===== src/design/thrpwm_pkg.sv =====
`timescale 1ns / 1ps

package thrpwm_pkg;

    localparam int CH_W     = 3;
    localparam int THR_W    = 16;
    localparam int PULSE_W  = 12;
    localparam int FREQ_W   = 16;
    localparam int WRAP_W   = 16;
    localparam int LEVEL_W  = 16;
    localparam int CFG_IDX_W = 3;
    localparam int CFG_DAT_W = 16;

    localparam int IN_DATA_W  = 24;
    localparam int OUT_DATA_W = 24;

    localparam int Q_W   = 17;
    localparam int DEN_W = 36;
    localparam int DV_W  = DEN_W + 1;
    localparam int REM_W = DV_W + Q_W;
    localparam int P_W   = 63;
    localparam int N_W   = P_W + 2;

    localparam logic [19:0] US_PER_S = 20'd1000000;

    localparam logic [CFG_IDX_W-1:0] CFG_THR_LOW  = 3'd0;
    localparam logic [CFG_IDX_W-1:0] CFG_THR_HIGH = 3'd1;
    localparam logic [CFG_IDX_W-1:0] CFG_PULSE_MIN = 3'd2;
    localparam logic [CFG_IDX_W-1:0] CFG_PULSE_MAX = 3'd3;
    localparam logic [CFG_IDX_W-1:0] CFG_FREQ     = 3'd4;
    localparam logic [CFG_IDX_W-1:0] CFG_WRAP     = 3'd5;

    typedef struct packed {
        logic [CH_W-1:0] ch;
        logic            err;
        logic            live;
    } t_side;

endpackage


===== src/design/thrpwm_div.sv =====
`timescale 1ns / 1ps

module thrpwm_div
    import thrpwm_pkg::*;
(
    input  logic             i_clk,
    input  logic             i_rst_n,
    input  logic             i_vld,
    output logic             o_rdy,
    input  logic [REM_W-1:0] i_rem,
    input  logic             i_ovf,
    input  t_side            i_side,
    input  logic [DV_W-1:0]  i_dv,
    output logic             o_vld,
    input  logic             i_rdy,
    output logic [Q_W-1:0]   o_q,
    output logic             o_ovf,
    output t_side            o_side
);

    logic [Q_W:0]     w_rdy;
    logic [Q_W-1:0]   r_vld;
    logic [REM_W-1:0] r_rem  [Q_W-1];
    logic [Q_W-1:0]   r_q    [Q_W];
    logic [Q_W-1:0]   r_ovf;
    t_side            r_side [Q_W];

    assign w_rdy[Q_W] = i_rdy;

    for (genvar j = 0; j < Q_W; j++) begin : g_st
        logic             w_vld_in;
        logic [REM_W-1:0] w_rem_in;
        logic [Q_W-1:0]   w_q_in;
        logic             w_ovf_in;
        t_side            w_side_in;
        logic [REM_W-1:0] w_dsh;
        logic             w_ge;

        if (j == 0) begin : g_first
            assign w_vld_in  = i_vld;
            assign w_rem_in  = i_rem;
            assign w_q_in    = '0;
            assign w_ovf_in  = i_ovf;
            assign w_side_in = i_side;
        end else begin : g_next
            assign w_vld_in  = r_vld[j-1];
            assign w_rem_in  = r_rem[j-1];
            assign w_q_in    = r_q[j-1];
            assign w_ovf_in  = r_ovf[j-1];
            assign w_side_in = r_side[j-1];
        end

        assign w_rdy[j] = ~r_vld[j] | w_rdy[j+1];
        assign w_dsh    = REM_W'(i_dv) << (Q_W - 1 - j);
        assign w_ge     = (w_rem_in >= w_dsh);

        always_ff @(posedge i_clk) begin
            if (!i_rst_n) begin
                r_vld[j] <= 1'b0;
            end else if (w_rdy[j]) begin
                r_vld[j] <= w_vld_in;
            end
        end

        always_ff @(posedge i_clk) begin
            if (w_rdy[j]) begin
                r_q[j]    <= {w_q_in[Q_W-2:0], w_ge};
                r_ovf[j]  <= w_ovf_in;
                r_side[j] <= w_side_in;
            end
        end

        if (j < Q_W - 1) begin : g_rem
            always_ff @(posedge i_clk) begin
                if (w_rdy[j]) begin
                    r_rem[j] <= w_ge ? (w_rem_in - w_dsh) : w_rem_in;
                end
            end
        end
    end

    assign o_rdy  = w_rdy[0];
    assign o_vld  = r_vld[Q_W-1];
    assign o_q    = r_q[Q_W-1];
    assign o_ovf  = r_ovf[Q_W-1];
    assign o_side = r_side[Q_W-1];

endmodule


===== config.mk =====
export PLATFORM = sky130hd
export DESIGN_NAME = thrpwm_div
export DESIGN_NICKNAME = d
export VERILOG_FILES = /design/src/design/thrpwm_pkg.sv /design/src/design/thrpwm_div.sv
export SDC_FILE = /design/constraint.sdc
export NUM_CORES = 2
export LEC_CHECK = 0
export BUFFER_PORTS_ARGS = -buffer_cell sky130_fd_sc_hd__clkbuf_2
export CAP_MARGIN = 20
export CORE_ASPECT_RATIO = 2
export CORE_MARGIN = 4
export CORE_UTILIZATION = 55
export CTS_CLUSTER_DIAMETER = 30
export DETAILED_ROUTE_END_ITERATION = 12
export PLACE_DENSITY_LB_ADDON = 0.15
export RECOVER_POWER = 100
export SYNTH_ARGS = -nofsm -noshare
export SYNTH_HDL_FRONTEND = slang
export SYNTH_SLANG_ARGS = --single-unit

===== constraint.sdc =====
create_clock -name i_clk -period 14 [get_ports i_clk]
set_input_delay 1.4 -clock i_clk [delete_from_list [all_inputs] [get_ports i_clk]]
set_output_delay 1.4 -clock i_clk [all_outputs]
set_load 0.01 [all_outputs]

==> flow_summary.toml <==
[clocking]
clk_root_buffer_cell = "clkbuf_16"
post-cts-setup-buffers = 0
post_cts.resized_instances = 0
cts_htree_levels = 4
insertion_delay_ns = 0.82
max-clock-path-buffers = 4
tritoncts.num_buffers = 184
cts.reportedPaths.clkPinSlew_ns = 0.06
hold_buffers = 0
cts_tree = "yes"
clock_sinks = 1136

[run]
cap_violations = 36

[sta]
post-route-worst-setup-slack_ns = 4.25
timing.final.crit_share = 0.696
fin_worst_skew_ns = 0.0548
drv_slew = 1963
hold_viol_final = 0
final-setup-viol-count = 0
period_needed_ns = 9.75
final.setup.tns_ns = 0
timing.fmax_mhz = 103
worstMarginPinSlew_ns = 4.51
setup_repair_after_global_routing_missed_its_margin = "no"
relSlewSlack = -2.01

[route]
postRouteWirelength_um = 252000
antenna_violating_nets_post_route = 0
route.detailed.drc = 0
detail_route.iter0.violations = 4447
avgRoutedWirePerCell_um = 25.7
dr_total_vias = 62800
detail_route.first_pass.iterations = 9
avgViaCountPerCell = 6.41

[final_layout]
flow.area_growth_from_synthesis_pct = 11.5
post_route_cells_drive_above_1_share = 0.0775
finalNetCount = 8533

[critical_path]
cp-start-kind = "input pin"
element_type_at_the_critical_path_end = "register"
critPathTopFamily = "buffers and inverters"
slowest_stage_cell_on_the_critical_path = "clkbuf_1"
cp_max_fo = 69
timing.setup.critical_path_class = "in -> reg"
timing.critical_path.cells = "clkbuf_2 > clkbuf_1 > inv_1 > clkbuf_1 > ha_1 > a21oi_1 > nand2_1 > a31oi_1 > o211ai_1 > o21ai_0 > a31oi_1 > a31oi_1 > o211a_2 > clkbuf_1 > o21ai_0"
path_buf_inv = 5
reg2reg_depth = 11
number_of_cells_on_the_critical_path = 15
timing.critical_path.arrival_ns = 10.08
critPathRequiredTime_ns = 14.33
crit_path_max_incr_delay_ns = 1.97

[worst_hold_path]
holdPathStages = 0
hold_path_class = "reg -> reg"

[pwr]
power-per-cell-area_nw_per_um2 = 250
p_leak_nw = 33.7
worst_ir_drop_vdd_mv = 0.178

[yosys]
synth_area_um2 = 76700
ys_async_sr_fraction = 0
postSynthRegisterBits = 1136
synth_ff_type = "edfxtp_1"
synth_largest_area_cell = "edfxtp_1"
synth.avg_cell_area_um2 = 10.0
post_synth_inst_count = 7634
post_synth_main_area_contributors = "edfxtp_1 (44%), ha_1 (10%), a21oi_1 (4.7%), xnor2_1 (3.9%), o21ai_0 (3.8%)"
synth.distinct_cells = 110
synthesis.nets = 8380
synth_enable_flop_cells = 1119
synthesis.yosys.warnings = 0
top_cell_type_s_share_of_synthesized_area = 0.438
synth_seq_area_share = 0.443

[die]
placementRows = 193
die_area_um2 = 146000
chipHeight_um = 536
die_width_um = 272
core_area_um2 = 138000
floorplan.io_pins = 126
start_util = 0.554

[outcome]
run_status = "complete, but fails checks"
failed_checks = "capacitance limit, slew limit"

[placement]
place.port_buffers = 125
last_weighted_congestion_value_of_the_routability_driven_placer = 0.993
pre_cts_ws_ns = 7.33
hpwlAfterDp_um = 190000

[global_routing]
first_global_vias = 63200
first_pass_grt_wire_length_um = 371000
grt_max_degree = 77
grt_overflow = 0
antenna_violations_before_repair = 12
grt_util_all_layers = 0.337
## cells by family (layout without fill, tap and decap cells)
| group | after synthesis | in the layout | share of synthesized area |
|---|---|---|---|
| AO/OA/AOI/OAI | 2435 | 2435 | 0.201 |
| XOR/XNOR | 622 | 622 | 0.0711 |
| adder cells (fa/ha/maj) | 645 | 645 | 0.107 |
| buffers and inverters | 495 | 792 | 0.0253 |
| flip-flops | 1136 | 1136 | 0.443 |
| multiplexers | 81 | 81 | 0.0118 |
| other | 0 | 12 | 0 |
| AND/OR/NAND/NOR | 2220 | 2220 | 0.141 |
## metal layers
layer | track usage | up-vias | part of all wire
met2 | 0.615 | 2407 | 0.51
li1 | - | 29300 | -
met1 | 0.302 | 29900 | 0.31
met3 | 0.0584 | 1171 | 0.052
met4 | 0.343 | 2 | 0.13
met5 | 0 | - | 0.000052
## report_power, final
part	switching (W)	total (W)	internal (W)
sequential	0.00111	0.00672	0.00561
clock	0.00179	0.00467	0.00289
combinational	0.00582	0.00994	0.00412
total	0.00872	0.0213	0.0126
## state kept, by name (all words and copies together) (netlist names)
signal         cells
r_q              153
r_side            85
o_ovf              1
r_rem            864
g_st.w_ovf_in     16
o_vld              1
g_st.w_vld_in     16
## layout by cell type (no fill, tap or decap), types with 47 or more instances in the layout
master	count
nor2b_1	93
edfxtp_1	1119
xnor2_1	342
nor4_1	71
ha_1	629
nand2b_1	93
o31ai_1	62
buf_4	54
a21o_1	338
nand2_1	698
nand3_1	132
o21a_1	110
nor3_1	141
and3_1	64
nand4_1	132
a211oi_1	71
o21ai_0	590
mux2_2	53
or3_1	47
inv_1	236
clkbuf_2	86
xor2_1	280
clkbuf_1	88
a31oi_1	78
a21oi_1	722
o21bai_1	88
clkbuf_16	187
nor2_1	520
## synthesized netlist by cell type (21+ instances only)
cell / instances
edfxtp_1: 1119
a21oi_1: 722
nand2_1: 702
ha_1: 629
o21ai_0: 584
nor2_1: 520
xnor2_1: 342
a21o_1: 339
xor2_1: 280
inv_1: 236
clkbuf_1: 174
nor3_1: 141
nand3_1: 132
nand4_1: 132
o21a_1: 110
nand2b_1: 93
nor2b_1: 93
o21bai_1: 88
a31oi_1: 78
nor4_1: 72
a211oi_1: 69
and3_1: 64
o31ai_1: 62
mux2_2: 61
buf_2: 57
and2_1: 47
or3_1: 47
o211ai_1: 45
a31o_2: 33
o31a_1: 31
or4_1: 30
or2_2: 27
o21ai_1: 22
nor4b_1: 21
## layout make-up
class                           count  area [um^2]
Timing Repair Buffer              219         1140
Clock inverter                    129         1590
Tap cell                         1852         2320
Fill cell                       11500        52900
Inverter                          243          913
Clock buffer                      201         4740
Multi-Input combinational cell   6003        40800
Sequential cell                  1136        33900
Antenna cell                       12         30.0
## metrics by stage
stage          utilization  power [W]  cell area [um^2]  hold slack [ns]  std cells
6_report             0.618     0.0213             85500            0.395       9795
5_1_grt              0.618     0.0226             85500            0.403       9792
4_1_cts              0.620     0.0212             85700            0.400       9780
3_5_place_dp         0.574     0.0165             79400            0.405       9450
3_3_place_gp         0.574     0.0163             79400            0.400       9446
2_1_floorplan            -     0.0136             76700            0.400       7634
## path summary, 6_finish.rpt
check / startpoint / endpoint / slack [ns]
setup / recovery: i_dv[1] / r_rem[0][195] / 4.25
hold / removal: r_side[0][30] / r_side[0][35] / 0.40
setup reg to reg: o_vld / r_side[0][5] / 5.76
hold reg to reg: r_side[0][30] / r_side[0][35] / 0.40
Power figures use the tool's default switching activity.
